<file path="config.mk">
export PLATFORM = sky130hd
export DESIGN_NAME = hpq_seq
export DESIGN_NICKNAME = d
export VERILOG_FILES = /design/src/rtl/binary_heap_priority_queue_top_macros.svh /design/src/rtl/hpq_pkg.sv /design/src/rtl/hpq_seq.sv
export SDC_FILE = /design/constraint.sdc
export NUM_CORES = 1
export LEC_CHECK = 0
export BUFFER_PORTS_ARGS = -buffer_cell sky130_fd_sc_hd__buf_2
export CAP_MARGIN = 10
export CORE_UTILIZATION = 55
export DETAILED_ROUTE_END_ITERATION = 7
export PLACE_DENSITY = 0.81
export SETUP_SLACK_MARGIN = 0.15
export SLEW_MARGIN = 20
export SYNTH_ARGS = -nofsm -noshare
export SYNTH_HDL_FRONTEND = slang
export SYNTH_SLANG_ARGS = --single-unit
</file>
<file path="constraint.sdc">
create_clock -name clk -period 18.2 [get_ports clk]
set_input_delay 1.82 -clock clk [delete_from_list [all_inputs] [get_ports clk]]
set_output_delay 1.82 -clock clk [all_outputs]
set_load 0.005 [all_outputs]
</file>
<file path="src/rtl/binary_heap_priority_queue_top_macros.svh">
// ----------------------------------------------------------------------------
// Assertion macros for the heap priority queue
// Shared shorthand for clocked, reset-qualified property checks.
// ----------------------------------------------------------------------------
`ifndef BINARY_HEAP_PRIORITY_QUEUE_TOP_MACROS_SVH
`define BINARY_HEAP_PRIORITY_QUEUE_TOP_MACROS_SVH

// Same-cycle implication, checked on every rising edge out of reset.
`define HPQ_ASSERT_IMP(lbl, ante, cons, msg) \
  lbl: assert property (@(posedge clk) disable iff (!rst_n) (ante) |-> (cons)) \
    else $error(msg);

// Next-cycle implication, checked on every rising edge out of reset.
`define HPQ_ASSERT_NXT(lbl, ante, cons, msg) \
  lbl: assert property (@(posedge clk) disable iff (!rst_n) (ante) |=> (cons)) \
    else $error(msg);

`endif

</file>
<file path="src/rtl/hpq_pkg.sv">
`timescale 1ns / 1ps
// ----------------------------------------------------------------------------
// Heap priority queue package
// Shared types, codes and the ordering compare of the heap sequencer.
// ----------------------------------------------------------------------------
package hpq_pkg;

  // Result status codes.
  typedef enum logic [1:0] {
    STS_OK    = 2'd0,
    STS_FULL  = 2'd1,
    STS_EMPTY = 2'd2
  } status_t;

  // Operation codes carried on the input side.
  typedef enum logic {
    OP_PUSH = 1'b0,
    OP_POP  = 1'b1
  } op_t;

  // Sequencer states.
  typedef enum logic [2:0] {
    SQ_IDLE,
    SQ_UP_RD,
    SQ_UP_CMP,
    SQ_POP_LAST,
    SQ_DN_RD,
    SQ_DN_CMP,
    SQ_DONE
  } seq_state_t;

  localparam int DATA_W = 32;

  // True when a belongs above b in the current ordering mode.
  function automatic logic ranks_above(input logic min_mode,
                                       input logic signed [DATA_W-1:0] a,
                                       input logic signed [DATA_W-1:0] b);
    logic res;
    if (min_mode) begin
      res = (a < b);
    end else begin
      res = (a > b);
    end
    return res;
  endfunction

endpackage

</file>
<file path="src/rtl/hpq_seq.sv">
`timescale 1ns / 1ps
// ----------------------------------------------------------------------------
// Heap sequencer
// Walks one push or pop through the store, one level per read state and compare state.
// ----------------------------------------------------------------------------
module hpq_seq #(
  parameter int CAPACITY = 1024,
  parameter int CW       = 11
) (
  input  logic                       clk,
  input  logic                       rst_n,
  input  logic                       min_mode,
  input  logic                       cmd_valid,
  input  logic                       cmd_op,
  input  logic [hpq_pkg::DATA_W-1:0] cmd_value,
  output logic                       idle,
  output logic                       res_valid,
  input  logic                       res_take,
  output logic [hpq_pkg::DATA_W-1:0] res_root,
  output logic [CW-1:0]              res_count,
  output hpq_pkg::status_t           res_status,
  output logic                       mem_we,
  output logic [CW-1:0]              mem_waddr,
  output logic [hpq_pkg::DATA_W-1:0] mem_wdata,
  output logic [CW-1:0]              mem_raddr_a,
  output logic [CW-1:0]              mem_raddr_b,
  input  logic [hpq_pkg::DATA_W-1:0] mem_rdata_a,
  input  logic [hpq_pkg::DATA_W-1:0] mem_rdata_b
);
  import hpq_pkg::*;

  localparam logic [CW-1:0] CAP   = CW'(CAPACITY);
  localparam logic [CW-1:0] ONE   = CW'(1);

  seq_state_t        state_r, state_nxt;
  logic [CW-1:0]     count_r, count_nxt;
  logic [CW-1:0]     pos_r, pos_nxt;
  logic [DATA_W-1:0] cur_r, cur_nxt;
  logic [DATA_W-1:0] root_r;
  status_t           status_r, status_nxt;

  logic [CW:0]       left_idx;
  logic [CW:0]       right_idx;
  logic              left_ok;
  logic              right_ok;
  logic              up_above;
  logic              dn_left;
  logic [DATA_W-1:0] dn_best;
  logic              dn_right;

  // Child indexes of the hole and whether they hold entries.
  assign left_idx  = {pos_r, 1'b0};
  assign right_idx = {pos_r, 1'b1};
  assign left_ok   = (left_idx <= {1'b0, count_r});
  assign right_ok  = (right_idx <= {1'b0, count_r});

  // Shared ordering compares on the registered read data.
  assign up_above = ranks_above(min_mode, cur_r, mem_rdata_a);
  assign dn_left  = ranks_above(min_mode, mem_rdata_a, cur_r);
  assign dn_best  = dn_left ? mem_rdata_a : cur_r;
  assign dn_right = right_ok && ranks_above(min_mode, mem_rdata_b, dn_best);

  // Next state.
  always_comb begin
    state_nxt = state_r;
    case (state_r)
      SQ_IDLE: begin
        if (cmd_valid) begin
          if (cmd_op == OP_PUSH) begin
            state_nxt = (count_r == CAP) ? SQ_DONE : SQ_UP_RD;
          end else begin
            state_nxt = (count_r == '0) ? SQ_DONE : SQ_POP_LAST;
          end
        end
      end
      SQ_UP_RD: begin
        state_nxt = (pos_r == ONE) ? SQ_DONE : SQ_UP_CMP;
      end
      SQ_UP_CMP: begin
        state_nxt = up_above ? SQ_UP_RD : SQ_DONE;
      end
      SQ_POP_LAST: begin
        state_nxt = (count_r == ONE) ? SQ_DONE : SQ_DN_RD;
      end
      SQ_DN_RD: begin
        state_nxt = left_ok ? SQ_DN_CMP : SQ_DONE;
      end
      SQ_DN_CMP: begin
        state_nxt = (dn_left || dn_right) ? SQ_DN_RD : SQ_DONE;
      end
      SQ_DONE: begin
        if (res_take) begin
          state_nxt = SQ_IDLE;
        end
      end
      default: state_nxt = SQ_IDLE;
    endcase
  end

  // Datapath and store control for each state.
  always_comb begin
    count_nxt   = count_r;
    pos_nxt     = pos_r;
    cur_nxt     = cur_r;
    status_nxt  = status_r;
    mem_we      = 1'b0;
    mem_waddr   = pos_r;
    mem_wdata   = cur_r;
    mem_raddr_a = count_r;
    mem_raddr_b = count_r;
    case (state_r)
      SQ_IDLE: begin
        // The last entry is read here so a pop finds it in the next cycle.
        if (cmd_valid) begin
          status_nxt = STS_OK;
          if (cmd_op == OP_PUSH) begin
            if (count_r == CAP) begin
              status_nxt = STS_FULL;
            end else begin
              count_nxt = count_r + ONE;
              pos_nxt   = count_r + ONE;
              cur_nxt   = cmd_value;
            end
          end else if (count_r == '0) begin
            status_nxt = STS_EMPTY;
          end
        end
      end
      SQ_UP_RD: begin
        if (pos_r == ONE) begin
          mem_we = 1'b1;
        end else begin
          mem_raddr_a = pos_r >> 1;
        end
      end
      SQ_UP_CMP: begin
        // Either the parent moves down into the hole or the value settles.
        mem_we = 1'b1;
        if (up_above) begin
          mem_wdata = mem_rdata_a;
          pos_nxt   = pos_r >> 1;
        end
      end
      SQ_POP_LAST: begin
        cur_nxt   = mem_rdata_a;
        count_nxt = count_r - ONE;
        pos_nxt   = ONE;
      end
      SQ_DN_RD: begin
        if (left_ok) begin
          mem_raddr_a = left_idx[CW-1:0];
          mem_raddr_b = right_ok ? right_idx[CW-1:0] : left_idx[CW-1:0];
        end else begin
          mem_we = 1'b1;
        end
      end
      SQ_DN_CMP: begin
        // The better child moves up into the hole, or the value settles.
        mem_we = 1'b1;
        if (dn_right) begin
          mem_wdata = mem_rdata_b;
          pos_nxt   = right_idx[CW-1:0];
        end else if (dn_left) begin
          mem_wdata = mem_rdata_a;
          pos_nxt   = left_idx[CW-1:0];
        end
      end
      SQ_DONE: begin
      end
      default: begin
      end
    endcase
  end

  // Control registers.
  always_ff @(posedge clk) begin
    if (!rst_n) begin
      state_r <= SQ_IDLE;
      count_r <= '0;
    end else begin
      state_r <= state_nxt;
      count_r <= count_nxt;
    end
  end

  // Payload registers, with a shadow copy of the root entry.
  always_ff @(posedge clk) begin
    pos_r    <= pos_nxt;
    cur_r    <= cur_nxt;
    status_r <= status_nxt;
    if (mem_we && (mem_waddr == ONE)) begin
      root_r <= mem_wdata;
    end
  end

  assign idle       = (state_r == SQ_IDLE);
  assign res_valid  = (state_r == SQ_DONE);
  assign res_root   = (count_r == '0) ? '0 : root_r;
  assign res_count  = count_r;
  assign res_status = status_r;

endmodule

</file>
==> After elaboration in Yosys (flattened, before gate mapping) <==
Cells that the tools add are included.
{ "totals": {"register_bits": 91, "in_bits": 102, "output_inout_bits": 113, "wordCells": 86} }
{ "op_classes": {"add_sub_neg": 2, "order_cmp": 8, "n_eq_ne": 15, "n_mux": 43, "n_reduce_logical": 12} }
{ "op_table": {"columns": ["cell", "count"], "rows": [
  ["$mux 32", 7],
  ["$pmux 32 s2", 2],
  ["$mux 11", 10],
  ["$gt 32x32->1", 3],
  ["$lt 32x32->1", 3],
  ["$pmux 11 s2", 2],
  ["$pmux 11 s4", 1],
  ["$le 12x11->1", 2],
  ["$eq 11x1->1 const B", 2],
  ["$mux 3", 7],
  ["$pmux 3 s7", 1],
  ["$add 11x1->11 const B", 1],
  ["$eq 11x11->1 const B", 1],
  ["$logic_not 11->1", 1],
  ["$sub 11x1->11 const B", 1],
  ["$mux 2", 5],
  ["$eq 3x3->1 const B", 3],
  ["$ne 2x2->1 const B", 4],
  ["$mux 1", 7],
  ["$eq 3x2->1 const B", 2],
  ["$reduce_and 6->1", 1],
  ["$reduce_and 2->1", 2],
  ["$reduce_and 4->1", 1],
  ["$reduce_bool 4->1", 1],
  ["9 further kinds", 10]
]} }

==> Logic depth before layout (Yosys ltp) <==
{ "logic_depth": {"ltp_word": 9, "ltp_mapped": 22, "depth_no_buf": 18} }

==> Least setup slack after synthesis <==
No wires, ideal clock.
{ "synth_path": {"path_type": "input-to-output", "from": "input mem_rdata_a[30] (netlist bit)", "to": "output mem_wdata[18] (netlist bit)", "t_arrival_ns": 6.347, "required_ns": 16.380, "setup_slack_ns": 10.033, "stages": 20, "n_path_buf": 3, "path_cell_list": "ha_1 -> a21oi_1 -> nand2_1 -> a221o_1 -> or3_4 -> a311oi_2 -> or2_1 -> buf_6 -> buf_12 -> mux2i_2 -> ha_1 -> a211oi_1 -> o31ai_1 -> a2111oi_0 -> a31oi_1 -> a2111oi_2 -> a311o_2 -> buf_2 -> o211ai_1 -> a32oi_1"} }
{ "synth_between": {"elab_chain_len": 8, "word_cells_on_any_way": 14, "cone_classes": "6 x order compare; 7 x mux; 1 x reduce/logical"} }
{ "synth_rtl": {"columns": ["item", "line_no", "rtl"], "rows": [
  ["start, declared", "hpq_seq.sv:27", "input logic [hpq_pkg::DATA_W-1:0] mem_rdata_a,"],
  ["$gt 32x32->1 or $lt 32x32->1 (tied branches)", "hpq_pkg.sv:42, hpq_pkg.sv:40", null],
  ["$mux 1", "hpq_pkg.sv:39", "if (min_mode) begin"],
  ["$mux 32", "hpq_seq.sv:60, hpq_seq.sv:163", null],
  ["$gt 32x32->1 or $lt 32x32->1 (tied branches)", "hpq_pkg.sv:42, hpq_pkg.sv:40", null],
  ["$mux 1", "hpq_pkg.sv:39", null],
  ["$logic_and 1x1->1", "hpq_seq.sv:61", "assign dn_right = right_ok && ranks_above(min_mode, mem_rdata_b, dn_best);"],
  ["$mux 32", "hpq_seq.sv:160", "if (dn_right) begin"],
  ["$pmux 32 s2 (*)", "hpq_seq.sv:111", "case (state_r)"],
  ["end, declared", "hpq_seq.sv:24", "output logic [hpq_pkg::DATA_W-1:0] mem_wdata,"]
]} }
Every way passes the cells marked *; elsewhere a longest branch is shown, timed or not.

==> Worst setup path after layout <==
{ "layout_path": {"from": "input mem_rdata_a[17] (netlist bit)", "to": "output mem_wdata[2] (netlist bit)"} }
The elaborated chain is that of the path after synthesis.

==> metrics.md <==
| Metric | Value |
|---|---|
| Synth top area share | `0.280` |
| Placed cell count | `between 1k and 1.5k` |
| Crit path max-delay family | `compound AO/OA/AOI/OAI gates` |
| Routability Congestion | `slightly above 0.9` |
| Status | `completed` |
| Number of H-tree levels | `3` |
| Vias post-DR | `around 8.4k` |
| Post-Layout Cell Count | `1319` |
| # rows | `44` |
| Top cells by count, synth | `140 x nand2_1, 78 x ha_1, 77 x edfxtp_1` |
| Clk buf depth | `2` |
| R2R cell count | `19` |
| Num CTS Buffers | `9` |
| CP Launch Type | `primary input` |
| Setup bufs post-CTS | `0` |
| Post-synth EDFFs | `77` |
| Slew margin rel. | `0.375` |
| Syn avg cell area | `8.68 sq um` |
| Max VDD drop | `0.0805 mV` |
| Grt total ovfl | `0` |
| Synth top area cells | `edfxtp_1 28%, ha_1 12%, nand2_1 6.4%` |
| WP depth | `20` |
| Max Slew Vio Count | `0` |
| Count of final setup violators | `0` |
| Final instance area | `0.00972 sq mm` |
| Largest net degree at the start of global routing | `47` |
| Asr flop ratio synth | `0` |
| Biggest area consumer among synthesized cells | `edfxtp_1` |
| Vias in the first global route | `about 7.8k` |
| First-pass GRT wire length | `around 40 mm` |
| Most numerous cell in the Yosys netlist | `nand2_1` |
| IO Pins | `around 220` |
| Fin crit period | `~10 ns` |
| Via density | `between 6 and 7` |
| Placed inst area | `around 0.0094 sq mm` |
| Setup TNS | `0 ns` |
| Clk Latency, worst-skew pair | `0.35 ns` |
| Worst-margin pin slew | `0.937 ns` |
| DRT Pass-1 Iters | `6` |
| Final Net Count | `between 1k and 1.5k` |
| DIE WIDTH | `125 um` |
| HP Class | `reg2reg` |
| PwrDens | `134 mW/mm^2` |
| CP peak stage delay | `0.81 ns` |
| Dpl hpwl | `18.4 mm` |
| RSZ-0062 raised after global routing | `false` |
| Die ar. | `0.0155 sq mm` |
| Fin. Hold Viols | `0` |
| Crit end category | `primary output` |
| CP Max Fanout | `24` |
| Leak | `4.28 nW` |
| FF+latch count, synth | `91` |
| Die height | `125 um` |
| # resized after CTS | `0` |
| Synth warnings | `0` |
| Crit-path cells | `buf_2 -> ha_1 -> a21oi_1 -> o21ai_0 -> a221o_1 -> o21ai_1 -> and4_1 -> or2_1 -> buf_4 -> mux2i_2 -> ha_1 -> a211oi_1 -> o31ai_1 -> a2111oi_0 -> a31oi_1 -> a2111oi_2 -> a311o_2 -> nand2_2 -> o211ai_1 -> buf_2` |
| Fin Clk Skew | `0.0113 ns` |
| CTS tree | `built` |
| Synth Flop Type | `edfxtp_1` |
| Area grow syn2layout | `17.8%` |
| Fraction of final layout cells sized beyond drive strength 1 | `0.270` |
| Final ANT Viol Nets | `0` |
| Post-CTS Hold Buffers | `0` |
| Post-DR wirelength/cell | `19.2 um` |
| Starting density of the core | `0.566` |
| Mapped cell area | `0.00826 sq mm` |
| Bufs and invs on worst path | `3` |
| Clock sinks | `91` |
| Final period util | `0.561` |
| Global Route Usage Sum | `0.323` |
| Post-synth cell types | `73` |
| Worst Path Arrival | `between 8 and 9 ns` |
| Max cap viols | `0` |
| Fin util | `0.666` |
| Syn_nets | `between 1k and 1.5k` |
| Remaining DRCs | `0` |
| DRT iter0 DRCs | `~920` |
| Initial antenna violation count | `2` |
| Core Region | `0.0146 sq mm` |
| Critical Setup Path Class | `in2out` |
| Hold path depth | `2` |
| Worst endpoint required time | `16.38 ns` |
| Peak Freq | `0.0980 GHz` |
| CP max stage cell | `and4_1` |
| Port buffer count | `214` |
| Post-Route WL | `roughly 25 mm` |
| Root buffer cell | `clkbuf_16` |
| Sequential share of the synthesized area | `0.314` |
| Synth Instances | `951` |
| Clock transition at path regs | `0.07 ns` |
[routing by layer]
| metal | part of all wire | track usage | vias to the layer above | wire length [um] |
|---|---|---|---|---|
| met5 | 0 | 0 | - | 0 |
| met4 | 0.030 | 0.140 | 0 | 763 |
| met3 | 0.093 | 0.0515 | 64 | 2350 |
| met2 | 0.46 | 0.515 | 468 | 11700 |
| met1 | 0.41 | 0.431 | 3942 | 10500 |
| li1 | - | - | 3886 | - |
[registers in the layout, summed over array words and instances, names as in the netlist]
signal / cells
cur_r: 32
root_r: 32
mem_waddr: 11
res_count: 11
state_r: 3
res_status: 2
[where the power goes]
group          internal [mW]  total [mW]  leakage [nW]  switching (mW)
logic                  0.304       0.759          3.32           0.455
clock network          0.105       0.187         0.142          0.0820
registers              0.293       0.357         0.823          0.0635
total                  0.702        1.30          4.28           0.600
[cell usage in the layout (no fill, tap or decap), types with 9 or more instances in the layout]
cell,count
buf_2,214
nand2_1,140
ha_1,78
edfxtp_1,77
inv_1,61
nor2_1,48
a21oi_1,47
nand3_1,47
o21ai_0,43
nor2b_1,42
a22oi_1,26
nor3_1,21
mux2i_2,20
o211ai_2,20
o21a_1,19
nand4_1,17
o211ai_1,15
xnor2_1,14
dfxtp_1,14
and2_1,11
a32oi_1,11
clkbuf_16,10
buf_4,10
nor4_1,9
a31oi_1,9
[cell type report]
type | instances | area [sq um]
clock inverter | 2 | 10.0
tap | 184 | 230
inverter | 62 | 233
timing repair buffer | 226 | 1200
sequential | 91 | 2590
antenna | 2 | 5.00
fill | 1213 | 4870
clock buffer | 14 | 275
multi-input combinational | 738 | 5180
[per-stage QoR]
| step | setup slack, ns | hold slack (ns) | total power, mW |
|---|---|---|---|
| final | 8.00 | 0.577 | 1.30 |
| after global routing | 7.57 | 0.621 | 1.39 |
| after CTS | 8.16 | 0.580 | 1.28 |
| after detailed placement | 8.20 | 0.567 | 1.10 |
| after global placement | 8.46 | 0.550 | 1.08 |
| after floorplan | 10.03 | 0.525 | 0.842 |
[worst paths after layout]
check,start,endpoint,slack (ns)
setup / recovery,mem_rdata_a[17],mem_wdata[2],8.00
hold / removal,res_count[5]$_SDFFE_PN0P_,res_count[5]$_SDFFE_PN0P_,0.58
setup reg to reg,cur_r[17]$_DFFE_PP_,mem_waddr[5]$_DFFE_PP_,11.20
hold reg to reg,res_count[5]$_SDFFE_PN0P_,res_count[5]$_SDFFE_PN0P_,0.58
[cell families (layout without fill, tap and decap cells)]
kind of cell | Yosys count | in the layout | share of synthesized area
buffers and inverters | 122 | 304 | 0.0637
multiplexers | 22 | 22 | 0.0358
AND/OR/NAND/NOR | 362 | 362 | 0.209
XOR/XNOR | 15 | 15 | 0.0159
AO/OA/AOI/OAI | 261 | 261 | 0.243
flip-flops | 91 | 91 | 0.314
adder cells (fa/ha/maj) | 78 | 78 | 0.118
other | 0 | 2 | 0
[worst reg2reg max path: stages (launching register included)]
cell and delay, ns:
edfxtp_1 0.40, inv_1 0.11, ha_1 0.26, a21oi_1 0.15
o21ai_0 0.16, a221o_1 0.37, o21ai_1 0.27, and4_1 0.81
or2_1 0.19, buf_4 0.40, mux2i_2 0.35, ha_1 0.29
a211oi_1 0.27, o31ai_1 0.13, a2111oi_0 0.60, a31o_2 0.26
nand3_1 0.14, a311o_2 0.56, a31oi_1 0.24, a21boi_2 0.65
(Power assumes the default switching activity.)
